===== src/design/assert_macros.svh =====
// assertion helpers shared by the rtl
`ifndef ASSERT_MACROS_SVH
`define ASSERT_MACROS_SVH

// property holds at every rising clock edge outside reset
`define IRM_ASSERT(lbl, clk, rst_n, prop, msg) \
  lbl: assert property (@(posedge clk) disable iff (!rst_n) prop) \
    else $error(msg);

// condition never holds outside reset
`define IRM_NEVER(lbl, clk, rst_n, cond, msg) \
  lbl: assert property (@(posedge clk) disable iff (!rst_n) !(cond)) \
    else $error(msg);

`endif


===== src/design/irm_pkg.sv =====
`default_nettype none

package irm_pkg;

  localparam int COUNT_WIDTH = 8;
  localparam int NUM_BUSES   = 6;

  localparam logic [7:0] RECOVERY_DEFAULT = 8'd100;

  typedef enum logic [1:0] {
    KIND_TICK  = 2'd0,
    KIND_START = 2'd1,
    KIND_WBYTE = 2'd2
  } kind_e;

  typedef enum logic [2:0] {
    REG_OP_IS_WRITE     = 3'd0,
    REG_BUS_SELECT      = 3'd1,
    REG_DEVICE_ADDRESS  = 3'd2,
    REG_REGISTER_ADDR   = 3'd3,
    REG_BYTE_COUNT      = 3'd4,
    REG_RECOVERY_LIMIT  = 3'd5
  } reg_idx_e;

  typedef enum logic [4:0] {
    ST_IDLE, ST_RST_SCL, ST_RST_SDA, ST_RST_REL, ST_RST_CHECK, ST_RST_HIGH,
    ST_START_SDA, ST_START_SCL, ST_BIT_SDA, ST_BIT_HI, ST_BIT_LO,
    ST_ACK_REL, ST_ACK_SDA, ST_ACK_HI, ST_ACK_SAMPLE, ST_ACK_OK, ST_ACK_FAIL,
    ST_WAIT_BYTE, ST_REP_SDA1, ST_REP_SCL1, ST_REP_SDA0, ST_REP_SCL0,
    ST_IN_REL, ST_IN_SDA, ST_IN_HI, ST_IN_SAMPLE, ST_IN_DRIVE,
    ST_STOP_SDA, ST_STOP_SCL, ST_STOP_END
  } step_e;

  typedef enum logic [1:0] {
    ROLE_DEV, ROLE_REG, ROLE_WDATA, ROLE_RADDR
  } role_e;

  typedef struct packed {
    logic       op_is_write;
    logic [2:0] bus_select;
    logic [7:0] device_address;
    logic [7:0] register_address;
    logic [7:0] byte_count;
    logic [7:0] recovery_pulse_limit;
  } cfg_t;

  typedef struct packed {
    logic [1:0] kind;
    logic       sda_sample;
    logic [7:0] write_byte;
  } req_t;

  typedef struct packed {
    logic       scl_level;
    logic       sda_level;
    logic       drive_enable;
    logic [2:0] target_bus;
    logic [7:0] read_byte;
    logic       read_valid;
    logic       need_write_byte;
    logic       busy_res;
    logic       done_res;
    logic       no_ack_error;
  } res_t;

endpackage

`default_nettype wire


===== src/design/irm_req_if.sv =====
`default_nettype none

interface irm_req_if;
  logic       valid;
  logic       ready;
  logic [1:0] kind;
  logic       sda_sample;
  logic [7:0] write_byte;

  modport source (output valid, output kind, output sda_sample, output write_byte,
                  input ready);
  modport sink (input valid, input kind, input sda_sample, input write_byte,
                output ready);
endinterface

`default_nettype wire


===== src/design/irm_res_if.sv =====
`default_nettype none

interface irm_res_if;
  logic       valid;
  logic       ready;
  logic       scl_level;
  logic       sda_level;
  logic       drive_enable;
  logic [2:0] target_bus;
  logic [7:0] read_byte;
  logic       read_valid;
  logic       need_write_byte;
  logic       busy_res;
  logic       done_res;
  logic       no_ack_error;

  modport source (output valid, output scl_level, output sda_level, output drive_enable,
                  output target_bus, output read_byte, output read_valid,
                  output need_write_byte, output busy_res, output done_res,
                  output no_ack_error, input ready);
  modport sink (input valid, input scl_level, input sda_level, input drive_enable,
                input target_bus, input read_byte, input read_valid,
                input need_write_byte, input busy_res, input done_res,
                input no_ack_error, output ready);
endinterface

`default_nettype wire


===== src/design/irm_cfg_if.sv =====
`default_nettype none

interface irm_cfg_if;
  logic       valid;
  logic       ready;
  logic [2:0] index;
  logic [7:0] data;

  modport source (output valid, output index, output data, input ready);
  modport sink (input valid, input index, input data, output ready);
endinterface

`default_nettype wire


===== src/design/irm_seq.sv =====
`default_nettype none
`include "assert_macros.svh"

module irm_seq
  import irm_pkg::*;
(
  input  wire logic clk_i,
  input  wire logic rst_ni,
  input  wire logic step_en_i,
  input  req_t      req_i,
  input  cfg_t      cfg_i,
  output res_t      res_o
);

  localparam int CmpW = (COUNT_WIDTH > 8) ? COUNT_WIDTH : 8;

  step_e                  step_q, step_d;
  role_e                  role_q, role_d;
  cfg_t                   lat_q, lat_d;
  logic [2:0]             bit_q, bit_d;
  logic [7:0]             bytes_q, bytes_d;
  logic [7:0]             shift_q, shift_d;
  logic                   scl_q, scl_d;
  logic                   sda_q, sda_d;
  logic                   oe_q, oe_d;
  logic [COUNT_WIDTH-1:0] rec_q, rec_d;
  logic [7:0]             held_q, held_d;
  logic                   have_q, have_d;
  logic                   rvalid, done, err;
  logic [7:0]             ack_bytes;
  logic [CmpW-1:0]        rec_ext, lim_ext;

  assign rec_ext = CmpW'(rec_q);
  assign lim_ext = CmpW'(lat_q.recovery_pulse_limit);
  assign ack_bytes = (role_q == ROLE_WDATA) ? bytes_q + 8'd1 : bytes_q;

  // next state
  always_comb begin
    step_d  = step_q;
    role_d  = role_q;
    lat_d   = lat_q;
    bit_d   = bit_q;
    bytes_d = bytes_q;
    shift_d = shift_q;
    scl_d   = scl_q;
    sda_d   = sda_q;
    oe_d    = oe_q;
    rec_d   = rec_q;
    held_d  = held_q;
    have_d  = have_q;
    rvalid  = 1'b0;
    done    = 1'b0;
    err     = 1'b0;
    case (req_i.kind)
      KIND_START: begin
        if (step_q == ST_IDLE && int'(cfg_i.bus_select) < NUM_BUSES) begin
          lat_d   = cfg_i;
          bytes_d = '0;
          rec_d   = '0;
          bit_d   = '0;
          oe_d    = 1'b1;
          step_d  = ST_RST_SCL;
        end
      end
      KIND_WBYTE: begin
        held_d = req_i.write_byte;
        have_d = 1'b1;
      end
      KIND_TICK: begin
        case (step_q)
          ST_RST_SCL: begin
            scl_d  = 1'b1;
            step_d = ST_RST_SDA;
          end
          ST_RST_SDA: begin
            sda_d  = 1'b1;
            step_d = ST_RST_REL;
          end
          ST_RST_REL: begin
            oe_d   = 1'b0;
            step_d = ST_RST_CHECK;
          end
          ST_RST_CHECK: begin
            if (!req_i.sda_sample && rec_ext < lim_ext && !(&rec_q)) begin
              scl_d  = 1'b0;
              rec_d  = rec_q + COUNT_WIDTH'(1);
              step_d = ST_RST_HIGH;
            end else begin
              oe_d   = 1'b1;
              step_d = ST_START_SDA;
            end
          end
          ST_RST_HIGH: begin
            scl_d  = 1'b1;
            step_d = ST_RST_CHECK;
          end
          ST_START_SDA: begin
            sda_d  = 1'b0;
            step_d = ST_START_SCL;
          end
          ST_START_SCL: begin
            scl_d   = 1'b0;
            shift_d = lat_q.device_address;
            bit_d   = 3'd7;
            role_d  = ROLE_DEV;
            step_d  = ST_BIT_SDA;
          end
          ST_BIT_SDA: begin
            sda_d  = shift_q[bit_q];
            step_d = ST_BIT_HI;
          end
          ST_BIT_HI: begin
            scl_d  = 1'b1;
            step_d = ST_BIT_LO;
          end
          ST_BIT_LO: begin
            scl_d = 1'b0;
            if (bit_q == 3'd0) begin
              step_d = ST_ACK_REL;
            end else begin
              bit_d  = bit_q - 3'd1;
              step_d = ST_BIT_SDA;
            end
          end
          ST_ACK_REL: begin
            oe_d   = 1'b0;
            step_d = ST_ACK_SDA;
          end
          ST_ACK_SDA: begin
            sda_d  = 1'b1;
            step_d = ST_ACK_HI;
          end
          ST_ACK_HI: begin
            scl_d  = 1'b1;
            step_d = ST_ACK_SAMPLE;
          end
          ST_ACK_SAMPLE: begin
            scl_d  = 1'b0;
            step_d = req_i.sda_sample ? ST_ACK_FAIL : ST_ACK_OK;
          end
          ST_ACK_OK: begin
            oe_d = 1'b1;
            case (role_q)
              ROLE_DEV: begin
                shift_d = lat_q.register_address;
                bit_d   = 3'd7;
                role_d  = ROLE_REG;
                step_d  = ST_BIT_SDA;
              end
              ROLE_RADDR: begin
                step_d = ST_IN_REL;
              end
              default: begin
                bytes_d = ack_bytes;
                if (ack_bytes >= lat_q.byte_count) begin
                  step_d = ST_STOP_SDA;
                end else if (lat_q.op_is_write) begin
                  step_d = ST_WAIT_BYTE;
                end else begin
                  step_d = ST_REP_SDA1;
                end
              end
            endcase
          end
          ST_ACK_FAIL: begin
            oe_d   = 1'b1;
            done   = 1'b1;
            err    = 1'b1;
            step_d = ST_IDLE;
          end
          ST_WAIT_BYTE: begin
            if (have_q) begin
              shift_d = held_q;
              bit_d   = 3'd7;
              role_d  = ROLE_WDATA;
              have_d  = 1'b0;
              sda_d   = held_q[7];
              step_d  = ST_BIT_HI;
            end
          end
          ST_REP_SDA1: begin
            sda_d  = 1'b1;
            step_d = ST_REP_SCL1;
          end
          ST_REP_SCL1: begin
            scl_d  = 1'b1;
            step_d = ST_REP_SDA0;
          end
          ST_REP_SDA0: begin
            sda_d  = 1'b0;
            step_d = ST_REP_SCL0;
          end
          ST_REP_SCL0: begin
            scl_d   = 1'b0;
            shift_d = lat_q.device_address | 8'd1;
            bit_d   = 3'd7;
            role_d  = ROLE_RADDR;
            step_d  = ST_BIT_SDA;
          end
          ST_IN_REL: begin
            oe_d   = 1'b0;
            step_d = ST_IN_SDA;
          end
          ST_IN_SDA: begin
            sda_d   = 1'b1;
            bit_d   = 3'd7;
            shift_d = '0;
            step_d  = ST_IN_HI;
          end
          ST_IN_HI: begin
            scl_d  = 1'b1;
            step_d = ST_IN_SAMPLE;
          end
          ST_IN_SAMPLE: begin
            if (req_i.sda_sample) begin
              shift_d[bit_q] = 1'b1;
            end
            scl_d = 1'b0;
            if (bit_q == 3'd0) begin
              step_d = ST_IN_DRIVE;
            end else begin
              bit_d  = bit_q - 3'd1;
              step_d = ST_IN_HI;
            end
          end
          ST_IN_DRIVE: begin
            oe_d    = 1'b1;
            rvalid  = 1'b1;
            bytes_d = bytes_q + 8'd1;
            step_d  = (bytes_d >= lat_q.byte_count) ? ST_STOP_SDA : ST_REP_SDA1;
          end
          ST_STOP_SDA: begin
            sda_d  = 1'b0;
            step_d = ST_STOP_SCL;
          end
          ST_STOP_SCL: begin
            scl_d  = 1'b1;
            step_d = ST_STOP_END;
          end
          ST_STOP_END: begin
            sda_d  = 1'b1;
            done   = 1'b1;
            step_d = ST_IDLE;
          end
          default: begin
          end
        endcase
      end
      default: begin
      end
    endcase
  end

  // result
  always_comb begin
    res_o.scl_level       = scl_d;
    res_o.sda_level       = sda_d;
    res_o.drive_enable    = oe_d;
    res_o.target_bus      = lat_d.bus_select;
    res_o.read_byte       = rvalid ? shift_q : 8'd0;
    res_o.read_valid      = rvalid;
    res_o.need_write_byte = (step_d == ST_WAIT_BYTE) && !have_d;
    res_o.busy_res        = (step_d != ST_IDLE);
    res_o.done_res        = done;
    res_o.no_ack_error    = err;
  end

  always_ff @(posedge clk_i or negedge rst_ni) begin
    if (!rst_ni) begin
      step_q  <= ST_IDLE;
      role_q  <= ROLE_DEV;
      lat_q   <= '0;
      bit_q   <= '0;
      bytes_q <= '0;
      shift_q <= '0;
      scl_q   <= 1'b1;
      sda_q   <= 1'b1;
      oe_q    <= 1'b1;
      rec_q   <= '0;
      have_q  <= 1'b0;
    end else if (step_en_i) begin
      step_q  <= step_d;
      role_q  <= role_d;
      lat_q   <= lat_d;
      bit_q   <= bit_d;
      bytes_q <= bytes_d;
      shift_q <= shift_d;
      scl_q   <= scl_d;
      sda_q   <= sda_d;
      oe_q    <= oe_d;
      rec_q   <= rec_d;
      have_q  <= have_d;
    end
  end

  always_ff @(posedge clk_i) begin
    if (step_en_i) begin
      held_q <= held_d;
    end
  end

  `IRM_ASSERT(a_idle_leaves_on_start, clk_i, rst_ni, (step_q == ST_IDLE) && !(step_en_i && req_i.kind == KIND_START) |=> step_q == ST_IDLE, "sequencer left idle without a start request")
  `IRM_ASSERT(a_recovery_in_limit, clk_i, rst_ni, rec_ext <= lim_ext, "recovery pulse count above its limit")

endmodule

`default_nettype wire


===== src/design/i2c_register_access_master_top.sv =====
// a request's result is registered and offered in the cycle after it is accepted
// throughput: one request per cycle while results are taken; every request gives exactly one result
// the only loop is the pin sequencer state, updated once per accepted request
// rst_ni clears the sequencer to idle with scl, sda and drive enable high
// configuration resets to zero but for the recovery pulse limit, which resets to 100
`default_nettype none
`include "assert_macros.svh"

module i2c_register_access_master_top
  import irm_pkg::*;
(
  input  wire logic clk_i,
  input  wire logic rst_ni,
  irm_cfg_if.sink   cfg_i,
  irm_req_if.sink   req_i,
  irm_res_if.source res_o
);

  cfg_t cfg_q;
  req_t req;
  res_t seq_res;
  res_t res_q;
  logic res_valid_q;
  logic step_en;

  assign cfg_i.ready = 1'b1;

  always_ff @(posedge clk_i or negedge rst_ni) begin
    if (!rst_ni) begin
      cfg_q <= '{recovery_pulse_limit: RECOVERY_DEFAULT, default: '0};
    end else if (cfg_i.valid) begin
      case (cfg_i.index)
        REG_OP_IS_WRITE:    cfg_q.op_is_write          <= cfg_i.data[0];
        REG_BUS_SELECT:     cfg_q.bus_select           <= cfg_i.data[2:0];
        REG_DEVICE_ADDRESS: cfg_q.device_address       <= cfg_i.data;
        REG_REGISTER_ADDR:  cfg_q.register_address     <= cfg_i.data;
        REG_BYTE_COUNT:     cfg_q.byte_count           <= cfg_i.data;
        REG_RECOVERY_LIMIT: cfg_q.recovery_pulse_limit <= cfg_i.data;
        default: begin
        end
      endcase
    end
  end

  assign req_i.ready = !res_valid_q || res_o.ready;
  assign step_en     = req_i.valid && req_i.ready;

  assign req.kind       = req_i.kind;
  assign req.sda_sample = req_i.sda_sample;
  assign req.write_byte = req_i.write_byte;

  irm_seq u_seq (
    .clk_i     (clk_i),
    .rst_ni    (rst_ni),
    .step_en_i (step_en),
    .req_i     (req),
    .cfg_i     (cfg_q),
    .res_o     (seq_res)
  );

  always_ff @(posedge clk_i or negedge rst_ni) begin
    if (!rst_ni) begin
      res_valid_q <= 1'b0;
    end else if (step_en) begin
      res_valid_q <= 1'b1;
    end else if (res_o.ready) begin
      res_valid_q <= 1'b0;
    end
  end

  always_ff @(posedge clk_i) begin
    if (step_en) begin
      res_q <= seq_res;
    end
  end

  assign res_o.valid           = res_valid_q;
  assign res_o.scl_level       = res_q.scl_level;
  assign res_o.sda_level       = res_q.sda_level;
  assign res_o.drive_enable    = res_q.drive_enable;
  assign res_o.target_bus      = res_q.target_bus;
  assign res_o.read_byte       = res_q.read_byte;
  assign res_o.read_valid      = res_q.read_valid;
  assign res_o.need_write_byte = res_q.need_write_byte;
  assign res_o.busy_res        = res_q.busy_res;
  assign res_o.done_res        = res_q.done_res;
  assign res_o.no_ack_error    = res_q.no_ack_error;

  `IRM_ASSERT(a_request_gives_result, clk_i, rst_ni, step_en |=> res_valid_q, "accepted request left no result")
  `IRM_NEVER(a_error_only_with_done, clk_i, rst_ni, res_valid_q && res_q.no_ack_error && !res_q.done_res, "ack error reported without done")

endmodule

`default_nettype wire


===== src/flat_wrapper.sv =====
// flat-port wrapper written by rule: the top's interface ports become plain ports
module i2c_register_access_master_top_flat import irm_pkg::*;
  (clk_i, rst_ni, cfg_i_valid, cfg_i_index, cfg_i_data, cfg_i_ready, req_i_valid, req_i_kind, req_i_sda_sample, req_i_write_byte, req_i_ready, res_o_valid, res_o_scl_level, res_o_sda_level, res_o_drive_enable, res_o_target_bus, res_o_read_byte, res_o_read_valid, res_o_need_write_byte, res_o_busy_res, res_o_done_res, res_o_no_ack_error, res_o_ready);
  irm_cfg_if cfg_i_i ();
  irm_req_if req_i_i ();
  irm_res_if res_o_i ();
  input  wire logic clk_i;
  input  wire logic rst_ni;
  input wire logic [$bits(cfg_i_i.valid)-1:0] cfg_i_valid;
  input wire logic [$bits(cfg_i_i.index)-1:0] cfg_i_index;
  input wire logic [$bits(cfg_i_i.data)-1:0] cfg_i_data;
  output wire logic [$bits(cfg_i_i.ready)-1:0] cfg_i_ready;
  input wire logic [$bits(req_i_i.valid)-1:0] req_i_valid;
  input wire logic [$bits(req_i_i.kind)-1:0] req_i_kind;
  input wire logic [$bits(req_i_i.sda_sample)-1:0] req_i_sda_sample;
  input wire logic [$bits(req_i_i.write_byte)-1:0] req_i_write_byte;
  output wire logic [$bits(req_i_i.ready)-1:0] req_i_ready;
  output wire logic [$bits(res_o_i.valid)-1:0] res_o_valid;
  output wire logic [$bits(res_o_i.scl_level)-1:0] res_o_scl_level;
  output wire logic [$bits(res_o_i.sda_level)-1:0] res_o_sda_level;
  output wire logic [$bits(res_o_i.drive_enable)-1:0] res_o_drive_enable;
  output wire logic [$bits(res_o_i.target_bus)-1:0] res_o_target_bus;
  output wire logic [$bits(res_o_i.read_byte)-1:0] res_o_read_byte;
  output wire logic [$bits(res_o_i.read_valid)-1:0] res_o_read_valid;
  output wire logic [$bits(res_o_i.need_write_byte)-1:0] res_o_need_write_byte;
  output wire logic [$bits(res_o_i.busy_res)-1:0] res_o_busy_res;
  output wire logic [$bits(res_o_i.done_res)-1:0] res_o_done_res;
  output wire logic [$bits(res_o_i.no_ack_error)-1:0] res_o_no_ack_error;
  input wire logic [$bits(res_o_i.ready)-1:0] res_o_ready;
  assign cfg_i_i.valid = cfg_i_valid;
  assign cfg_i_i.index = cfg_i_index;
  assign cfg_i_i.data = cfg_i_data;
  assign cfg_i_ready = cfg_i_i.ready;
  assign req_i_i.valid = req_i_valid;
  assign req_i_i.kind = req_i_kind;
  assign req_i_i.sda_sample = req_i_sda_sample;
  assign req_i_i.write_byte = req_i_write_byte;
  assign req_i_ready = req_i_i.ready;
  assign res_o_valid = res_o_i.valid;
  assign res_o_scl_level = res_o_i.scl_level;
  assign res_o_sda_level = res_o_i.sda_level;
  assign res_o_drive_enable = res_o_i.drive_enable;
  assign res_o_target_bus = res_o_i.target_bus;
  assign res_o_read_byte = res_o_i.read_byte;
  assign res_o_read_valid = res_o_i.read_valid;
  assign res_o_need_write_byte = res_o_i.need_write_byte;
  assign res_o_busy_res = res_o_i.busy_res;
  assign res_o_done_res = res_o_i.done_res;
  assign res_o_no_ack_error = res_o_i.no_ack_error;
  assign res_o_i.ready = res_o_ready;
  i2c_register_access_master_top u_core (.clk_i(clk_i), .rst_ni(rst_ni), .cfg_i(cfg_i_i), .req_i(req_i_i), .res_o(res_o_i));
endmodule

===== config.mk =====
export PLATFORM = sky130hd
export DESIGN_NAME = i2c_register_access_master_top_flat
export DESIGN_NICKNAME = d
export VERILOG_FILES = /design/src/design/irm_pkg.sv /design/src/design/irm_req_if.sv /design/src/design/irm_res_if.sv /design/src/design/irm_cfg_if.sv /design/src/design/irm_seq.sv /design/src/design/i2c_register_access_master_top.sv /design/src/flat_wrapper.sv
export VERILOG_INCLUDE_DIRS = /design/src /design/src/design
export SDC_FILE = /design/constraint.sdc
export NUM_CORES = 1
export LEC_CHECK = 0
export BUFFER_PORTS_ARGS = -buffer_cell sky130_fd_sc_hd__buf_2
export CAP_MARGIN = 40
export CORE_ASPECT_RATIO = 0.5
export CORE_MARGIN = 4
export CORE_UTILIZATION = 55
export DETAILED_ROUTE_END_ITERATION = 8
export PLACE_DENSITY_LB_ADDON = 0.12
export REMOVE_ABC_BUFFERS = 1
export SLEW_MARGIN = 5
export SYNTH_ARGS = -nofsm -noshare
export SYNTH_HDL_FRONTEND = slang
export SYNTH_SLANG_ARGS = --single-unit

===== constraint.sdc =====
create_clock -name clk_i -period 3.5 [get_ports clk_i]
set_input_delay 0.175 -clock clk_i [delete_from_list [all_inputs] [get_ports clk_i]]
set_output_delay 0.175 -clock clk_i [all_outputs]
set_load 0.02 [all_outputs]

# Yosys cells after proc, flatten, opt, wreduce, memory -nomap -nowiden
# Index checks and enable logic that the tools add are counted.
# Widths: inputs -> output; s select.
# classes
n_addsub	3
order_cmp	6
eq_ne	51
mux	57
bitwise	1
n_reduce_logical	47
# ops
op	n
$pmux 5 s26	1
$eq 5x5->1 const B	15
$mux 35	2
$mux 8	8
$pmux 8 s2	3
$pmux 8 s6	1
$eq 5x4->1 const B	8
$eq 5x3->1 const B	4
$pmux 5 s2	2
$add 8x1->8 const B	2
$ge 8x8->1	2
$mux 1	15
$mux 5	3
$reduce_and 5->1	3
$reduce_and 2->1	7
$mux 2	6
$mux 3	4
$ne 3x3->1 const B	4
$pmux 3 s4	1
$reduce_or 3->1	4
$eq 5x2->1 const B	2
$ne 2x2->1 const B	5
$reduce_or 2->1	5
$reduce_or 5->1	2
other kinds (38)	56
# totals
regBits	138
elab_cells	199

# Depth between registers and ports, before layout
# Gate-level depths: netlist of the first run.
# logic_depth
depth_word	9
ltp_mapped	14

# Hierarchy
# Synthesis of the first run repeated with hierarchy kept, for this count alone.
# unflattened
cells_unflattened	788
hier_area_um2	7711.1
# by_module_without_submodules
module	n_inst	cells_each	area_per_inst_um2
irm_seq	1	683	5616.6
i2c_register_access_master_top	1	105	2094.5

# Worst setup path after synthesis of the first run
# OpenSTA, ideal clock, no wires.
# synth_path
kind	flip-flop to flip-flop
startpoint	register u_core.u_seq.role_q[0]
endpoint	register u_core.res_q (netlist bit u_core.res_o.need_write_byte) (data pin)
setup_time_ns	0.182
arrival_ns	2.982
t_required_ns	3.318
slack_ns	0.336
path_stages_with_launch	12
period_less_slack_ns	3.164
path_cell_list	dfrtp_1 > inv_1 > ha_1 > clkbuf_1 > mux2_2 > ha_1 > a2111oi_0 > o31ai_1 > a32oi_1 > a21oi_1 > nor4_1 > nor4b_1
# synth_lines
item	line_no	rtl
start, declared	irm_seq.sv:18	role_e role_q, role_d;
start signal, assigned	irm_seq.sv:283	role_q <= role_d;
end signal, assigned	i2c_register_access_master_top.sv:73	res_q <= seq_res;
end, declared	i2c_register_access_master_top.sv:22	res_t res_q;

==> run metrics, run 1 <==
result of the run=complete, no violations; power share of the combinational group=0.332; async set-or-reset flop fraction in the synthesized netlist=0.8043; most frequently used flop master after synthesis=sky130_fd_sc_hd__dfrtp_1; multiplexer share of the synthesized area=0.1058; total via count after detailed routing=5850; dominant cell type by area after synthesis=sky130_fd_sc_hd__dfrtp_1; number of antenna violations at the first check in global routing=1; FP Rows=29; Syn-to-layout area delta=15.86%; boundary pin count=49; final number of setup-violating endpoints=0; Core Footprint=0.01299 mm2; WL/cell=19.49 um; Remaining Overflow, GRT=0; Min-Delay Startpoint=cfg_i_data[4]; switching power summed over all nets=2.360 mW; met1 global-route usage=0.3815; r2r startpoint=u_core.u_seq.bytes_q[0]; fraction of the mapped netlist area in compound gates=0.1547; maximum buffer depth of the clock tree=2; number of instances in the synthesized netlist=between 700 and 800; dominant cells by area after synthesis=sky130_fd_sc_hd__dfrtp_1 (35%), sky130_fd_sc_hd__edfxtp_1 (11%), sky130_fd_sc_hd__mux2_2 (9.8%); Worst path max stage delay=around 0.46 ns; CTS root buf=sky130_fd_sc_hd__clkbuf_16; Avg Inst Size Synth=10.19 um2; number of flops mapped to enable cells by yosys=27; Via-to-Cell Ratio=5.982; number of sinks on the clock net=138; initial detailed-routing violation count=626; number of maximum-capacitance violations=0; Final Instance Area=0.008676 mm2; placed wire-length estimate=13660 um; Post-Synth Adder-Cell Area=0.05013; largest net degree at the start of global routing=64; Crit path max-delay family=simple AND/OR/NAND/NOR gates; vias in the first global route=approximately 5500; Total Power Consumption=approximately 6.3 mW; Hold Slack=slightly above 0.04 ns; peak fanout along the critical path=7; final clock period utilization by the worst path=0.9358; met2 track demand over resource=0.3583; GR Layer Usage met3=0.05437; count leader, synth=sky130_fd_sc_hd__dfrtp_1; Warnings, synthesis=0; Synth cell types=between 60 and 70; static leakage=3.722 nW; die width=around 170 um; part of the Yosys area used for sequential elements=0.4802; FF+latch count, synth=138; required time of the critical path=3.72 ns; number of hold violations in the final report=0; fraction of layout instances using a drive strength above 1=0.2327; DP Area=0.007961 mm2; switching share of power=0.3759; first element of the critical path=u_core.u_seq.bytes_q[0]; initial standard-cell utilization of the core=0.5765; fraction of the core area covered by cells at the end of the flow=0.6679; dominant combinational cell family by area after synthesis=compound AO/OA/AOI/OAI gates; fmax=0.3053 GHz; XOR/XNOR Fraction of Synth Area=0.02222; simple-gate share of the synthesized area=0.1474; CTS buffer count=17; Post-CTS Repair Setup Buffers=0; Worst Hold Class=in -> reg; power density over the cells=723.5 mW/mm2; classification of the worst setup path=reg -> reg; final critical path time including I/O delays and setup=about 3.3 ns; global-route wire length before repair=just over 30000 um; Routability Congestion=around 0.9; port bufs=47; CTS tree=yes; Critical Path, Cell by Cell=and3_1, and3_1, nand4_1, xnor2_1, ha_1, a21oi_1, o21a_1, o31ai_1, a32oi_2, a21oi_1, nor4_2, nor4b_1; # fillers=1018; count of unresolved DRC violations after routing=0; die height=slightly above 90 um; critical-path cell with the highest stage delay=sky130_fd_sc_hd__dfrtp_1; Final Net Count=852; Buf+Inv Stages, Crit Path=0; routing layer with the top usage in global route=met1; setup repair after global routing missed its margin=false; area of the die=0.01566 mm2; startpoint class of the critical path=register; clock share of power=0.285; setup tns final=0 ns; share of Yosys cell area claimed by the top area cell type=0.3509; number of optimization iterations in the first detailed-route pass=5; antenna cell count=0; clock transition at the registers of the reported paths=0.07 ns; transition time at the pin with the least slew margin=0.8293 ns; setup skew after layout=0.01397 ns; most common library cells after synthesis=sky130_fd_sc_hd__dfrtp_1 (105), sky130_fd_sc_hd__nand2_1 (91), sky130_fd_sc_hd__o21ai_0 (69); cell area after technology mapping=0.007488 mm2; Worst Setup End Kind=register; sequential group share of total power=0.384; number of levels the H-tree was split into=4; critical path data arrival time=3.50 ns; headroom to the max-slew limit=0.4451; Clock Latency Late Sink=0.43 ns; Worst VDD drop=0.3397 mV; sum of routed wire length over all layers=roughly 19000 um; ANT nets after route=0; gr usage total=0.2481; Max Transition Viols Final=0; Cell Int Power=3.918 mW
[worst paths after layout]
| path | to | slack [ns] | depth (start not counted) |
|---|---|---|---|
| setup / recovery | u_core.res_o.need_write_byte | 0.22 | 12 |
| hold / removal | u_core.cfg_q[12] | 0.04 | 2 |
| setup reg to reg | u_core.res_o.need_write_byte | 0.22 | 12 |
| hold reg to reg | u_core.u_seq.lat_q[10] | 0.49 | 2 |
| max in group asynchronous | u_core.cfg_q[6] | 2.36 | 3 |
| min in group asynchronous | u_core.u_seq.lat_q[13] | 0.34 | 2 |
[layout by cell type, fill, tap and decap left out, types with 7 or more instances in the layout]
master,Yosys,final
sky130_fd_sc_hd__nand3_1,22,22
sky130_fd_sc_hd__buf_4,1,22
sky130_fd_sc_hd__inv_1,28,28
sky130_fd_sc_hd__nor2b_1,8,8
sky130_fd_sc_hd__xnor2_1,16,16
sky130_fd_sc_hd__nand2_1,91,91
sky130_fd_sc_hd__o21ai_0,69,69
sky130_fd_sc_hd__a21oi_1,20,20
sky130_fd_sc_hd__a22o_1,7,7
sky130_fd_sc_hd__nand2b_1,12,12
sky130_fd_sc_hd__nor3_1,19,19
sky130_fd_sc_hd__o211ai_1,8,8
sky130_fd_sc_hd__dfrtp_1,105,105
sky130_fd_sc_hd__o31ai_1,7,7
sky130_fd_sc_hd__nor2_1,31,31
sky130_fd_sc_hd__dlygate4sd3_1,0,10
sky130_fd_sc_hd__mux2_2,65,65
sky130_fd_sc_hd__ha_1,30,30
sky130_fd_sc_hd__a221oi_1,8,8
sky130_fd_sc_hd__buf_2,9,47
sky130_fd_sc_hd__edfxtp_1,27,27
sky130_fd_sc_hd__and2_1,11,11
sky130_fd_sc_hd__clkbuf_16,0,17
[registers in the layout, summed over array words and instances (netlist names), 5 cells and up]
name and flops:
u_core.cfg_q 36, u_core.u_seq.lat_q 28, u_core.u_seq.bytes_q 8, u_core.u_seq.shift_q 8, u_core.u_seq.held_q 8, u_core.res_o.read_byte 8, u_core.u_seq.rec_ext 8, u_core.u_seq.step_q 5
u_core.u_seq.lim_ext 8
[worst reg2reg max path, cell delays in order, from the launching register on]
cell and delay (ns):
sky130_fd_sc_hd__dfrtp_1 0.46, sky130_fd_sc_hd__and3_1 0.25, sky130_fd_sc_hd__and3_1 0.32, sky130_fd_sc_hd__nand4_1 0.15, sky130_fd_sc_hd__xnor2_1 0.15, sky130_fd_sc_hd__ha_1 0.31, sky130_fd_sc_hd__a21oi_1 0.15, sky130_fd_sc_hd__o21a_1 0.17
sky130_fd_sc_hd__o31ai_1 0.09, sky130_fd_sc_hd__a32oi_2 0.33, sky130_fd_sc_hd__a21oi_1 0.13, sky130_fd_sc_hd__nor4_2 0.32, sky130_fd_sc_hd__nor4b_1 0.27
[per-layer routing]
metal	vias to the layer above	wire length, um
li1	2773	-
met1	2845	9068
met2	212	8168
met3	20	1614
met4	0	208
met5	-	0
[what timing repair did]
action                                  in CTS  in global routing
gates resized for setup                      0                  3
hold buffers                                10                  0
hold endpoints to repair                    54                  0
endpoints found under the setup margin       0                  2
[per-stage QoR]
| step | instances | setup slack (ns) |
|---|---|---|
| floorplan | 695 | 0.4410 |
| global placement | 934 | 0.2226 |
| detailed placement | 936 | 0.1387 |
| CTS | 978 | 0.1140 |
| global route | 978 | 0.003802 |
| finish | 978 | 0.2247 |
[layout make-up]
cell class	instances	area, um2	area share
clock buffers	17	425.4	0.04903
clock inverters	15	173.9	0.02005
inverters	30	112.6	0.01298
multi-input cells	527	3615	0.4166
flip-flops and latches	138	3596	0.4145
well taps	170	212.7	0.02452
repair buffers	81	540.5	0.06230
[power by group through the flow]
stage / combinational, mW / clock, mW / sequential, mW
6_report: 2.08 / 1.79 / 2.41
5_1_grt: 2.32 / 1.88 / 2.46
4_1_cts: 2.06 / 1.81 / 2.40
3_5_place_dp: 2.03 / 0 / 2.42
3_3_place_gp: 2.01 / 0 / 2.40
2_1_floorplan: 1.30 / 0 / 2.43
[kinds of logic (layout without fill, tap and decap cells)]
logic type	after synthesis	count (layout)
AO/OA/AOI/OAI	176	176
XOR/XNOR	19	19
adder cells (fa/ha/maj)	30	30
buffers and inverters	70	143
flip-flops	138	138
multiplexers	71	71
other	1	1
AND/OR/NAND/NOR	230	230
Power figures use the tool's default switching activity.
==> run 2, diff against run 1 <==
HOLD_SLACK_MARGIN = 0.08   (was not set)
==> run 2 against run 1 <==
Against the previous run:
- global-route usage rose by 0.064 points
- clock power about the same
- die area did not move
- register-to-register slack barely moved
- total power grew 0.20%
- final cell count rose by 0.61%
- combinational power about the same
- critical path depth decreased by 3
- worst setup slack lost 0.0027 ns
- sequential cell count did not move
==> run metrics, run 2 (synthesis results as in run 1) <==
result of the run=complete, no violations (unchanged); Critical Path, Cell by Cell=ha_1, mux2_2, ha_1, a2111oi_1, o31ai_1, a32oi_2, a21oi_1, nor4_2, nor4b_1 (was and3_1, and3_1, nand4_1, xnor2_1, ha_1, a21oi_1, o21a_1, o31ai_1, a32oi_2, a21oi_1, nor4_2, nor4b_1); Crit path max-delay family=compound AO/OA/AOI/OAI gates (was simple AND/OR/NAND/NOR gates); vias in the first global route=5572 (was 5548); power density over the cells=720.0 mW/mm2 (was 723.5 mW/mm2); peak fanout along the critical path=7 (unchanged); Worst Setup End Kind=register (unchanged); r2r startpoint=u_core.u_seq.bytes_q[0] (unchanged); number of levels the H-tree was split into=4 (unchanged); die height=90.51 um (unchanged); Largest register FFs=36 (unchanged); Reg2Reg Depth=9 (was 12); Max Transition Viols Final=0 (unchanged); setup tns final=0 ns (unchanged); count of unresolved DRC violations after routing=0 (unchanged); CTS tree=yes (unchanged); Buf+Inv Stages, Crit Path=0 (unchanged); FP Rows=29 (unchanged); required time of the critical path=3.71 ns (was 3.72 ns); Post-CTS Repair Setup Buffers=0 (unchanged); ANT nets after route=0 (unchanged); placed wire-length estimate=13660 um (unchanged); Worst Hold Class=in -> reg (unchanged); global-route wire length before repair=30660 um (was 30590 um); worst setup slack for register-to-register paths=0.22 ns (about the same); initial standard-cell utilization of the core=0.5765 (unchanged); WHS Endpoint=u_core.cfg_q[1] (was u_core.cfg_q[12]); setup repair after global routing missed its margin=false (unchanged); static leakage=3.746 nW (was 3.722 nW); Clock Latency Late Sink=0.42 ns (was 0.43 ns); number of optimization iterations in the first detailed-route pass=5 (unchanged); headroom to the max-slew limit=0.4356 (was 0.4451); most common cell after layout, fill and taps aside=sky130_fd_sc_hd__dfrtp_1 (unchanged); boundary pin count=49 (unchanged); Final Instance Area=0.008736 mm2 (was 0.008676 mm2); DP Area=0.007961 mm2 (unchanged); critical path data arrival time=3.49 ns (was 3.50 ns); transition time at the pin with the least slew margin=0.8435 ns (was 0.8293 ns); WL/cell=19.47 um (was 19.49 um); non-filler instance count after layout=984 (was 978); DP Cell Count=936 (unchanged); die width=173.0 um (unchanged); final critical path time including I/O delays and setup=3.278 ns (was 3.275 ns); fraction of layout instances using a drive strength above 1=0.2310 (was 0.2327); Most common cell on crit path=sky130_fd_sc_hd__ha_1; classification of the worst setup path=reg -> reg (unchanged); fmax=0.3051 GHz (was 0.3053 GHz); startpoint class of the critical path=register (unchanged); CTS buffer count=17 (unchanged); largest net degree at the start of global routing=64 (unchanged); number of cells traversed by the worst hold path=2 (unchanged); sum of routed wire length over all layers=19160 um (was 19060 um); number of hold violations in the final report=0 (unchanged); port bufs=47 (unchanged); Worst VDD drop=0.3416 mV (was 0.3397 mV); area of the die=0.01566 mm2 (unchanged); area taken by flip-flops and latches=0.003596 mm2 (unchanged); Via-to-Cell Ratio=5.977 (was 5.982); clock transition at the registers of the reported paths=0.07 ns (about the same); antenna cell count=0 (unchanged); critical-path cell with the highest stage delay=sky130_fd_sc_hd__dfrtp_1 (unchanged); Final Net Count=858 (was 852); Remaining Overflow, GRT=0 (unchanged); top library cells by usage in the layout, fill and taps aside=sky130_fd_sc_hd__dfrtp_1 (105), sky130_fd_sc_hd__nand2_1 (91), sky130_fd_sc_hd__o21ai_0 (69) (unchanged); number of maximum-capacitance violations=0 (unchanged); Min-Delay Startpoint=cfg_i_data[1] (was cfg_i_data[4]); Worst path max stage delay=0.45 ns (was 0.46 ns); number of antenna violations at the first check in global routing=1 (unchanged); final number of setup-violating endpoints=0 (unchanged); number of sinks on the clock net=138 (unchanged); maximum buffer depth of the clock tree=2 (unchanged); multi-input logic area=0.003615 mm2 (unchanged); Core Footprint=0.01299 mm2 (unchanged); setup skew after layout=0.01423 ns (was 0.01397 ns); initial detailed-routing violation count=676 (was 626); gr usage total=0.2487 (was 0.2481); Syn-to-layout area delta=16.66% (was 15.86%); # fillers=1015 (was 1018); R2R Path End=u_core.res_o.need_write_byte (unchanged); Reg with most FFs=u_core.cfg_q (unchanged); CTS root buf=sky130_fd_sc_hd__clkbuf_16 (unchanged); total via count after detailed routing=5881 (was 5850); Routability Congestion=0.9191 (unchanged); final clock period utilization by the worst path=0.9366 (was 0.9358); Top Registers=u_core.cfg_q x36, u_core.u_seq.lat_q x28 (unchanged)
## run 2: cell types whose count changed in the layout (fill, tap and decap cells not counted), sizes merged
cell	previous run	this run
dlygate4sd3	10	16
## run 2: worst max-delay path by stage
stage | end | depth (start not counted) | from | slack (ns)
2_1_floorplan | u_core.res_o.need_write_byte | 10 | u_core.u_seq.role_q[0] | 0.44
3_3_place_gp | u_core.res_o.need_write_byte | 9 | u_core.u_seq.bytes_q[0] | 0.22
3_5_place_dp | u_core.res_o.need_write_byte | 9 | u_core.u_seq.bytes_q[0] | 0.14
4_1_cts | u_core.res_o.need_write_byte | 9 | u_core.u_seq.bytes_q[0] | 0.11
5_1_grt | u_core.res_o.need_write_byte | 12 | u_core.u_seq.bytes_q[0] | 0.004
6_report | u_core.res_o.need_write_byte | 9 | u_core.u_seq.bytes_q[0] | 0.22
## run 2: power breakdown
part / switching, mW / internal (mW)
clock: 0.820 / 0.963
combinational: 1.22 / 0.878
sequential: 0.330 / 2.08
total: 2.37 / 3.92
## run 2: through the flow
step / hold WS, ns / total power [mW] / utilization / setup WS, ns
final: 0.1062 / 6.290 / 0.6725 / 0.2220
after global placement: 0.2499 / 4.414 / 0.6119 / 0.2226
after detailed placement: 0.2577 / 4.458 / 0.6129 / 0.1387
after CTS: 0.09273 / 6.267 / 0.6714 / 0.1140
after floorplan: -0.1206 / 3.738 / - / 0.4410
after global routing: 0.1018 / 6.658 / 0.6725 / 0.003802
## run 2: repair_timing
item / 4_1_cts / 5_1_grt
gates resized for setup: 0 / 3
hold buffers: 16 / 0
hold endpoints to repair: 71 / 0
endpoints found under the setup margin: 0 / 2
## run 2: layer usage
layer	GRT usage	vias to the layer above	wire (um)
li1	-	2790	-
met1	0.3823	2848	8965
met2	0.3596	224	8269
met3	0.05437	19	1748
met4	0.05574	0	176
met5	0	-	0
## run 2: worst reg2reg max path: stages (launching register included)
cell and delay (ns):
sky130_fd_sc_hd__dfrtp_1 0.45, sky130_fd_sc_hd__ha_1 0.36, sky130_fd_sc_hd__mux2_2 0.29, sky130_fd_sc_hd__ha_1 0.30, sky130_fd_sc_hd__a2111oi_1 0.44, sky130_fd_sc_hd__o31ai_1 0.17
sky130_fd_sc_hd__a32oi_2 0.32, sky130_fd_sc_hd__a21oi_1 0.12, sky130_fd_sc_hd__nor4_2 0.33, sky130_fd_sc_hd__nor4b_1 0.29
## run 2: cell type report
type / instances / area share
clock inverter: 15 / 0.01991
sequential: 138 / 0.4116
tap: 170 / 0.02435
timing repair buffer: 87 / 0.06875
clock buffer: 17 / 0.04870
inverter: 30 / 0.01289
multi-input combinational: 527 / 0.4138
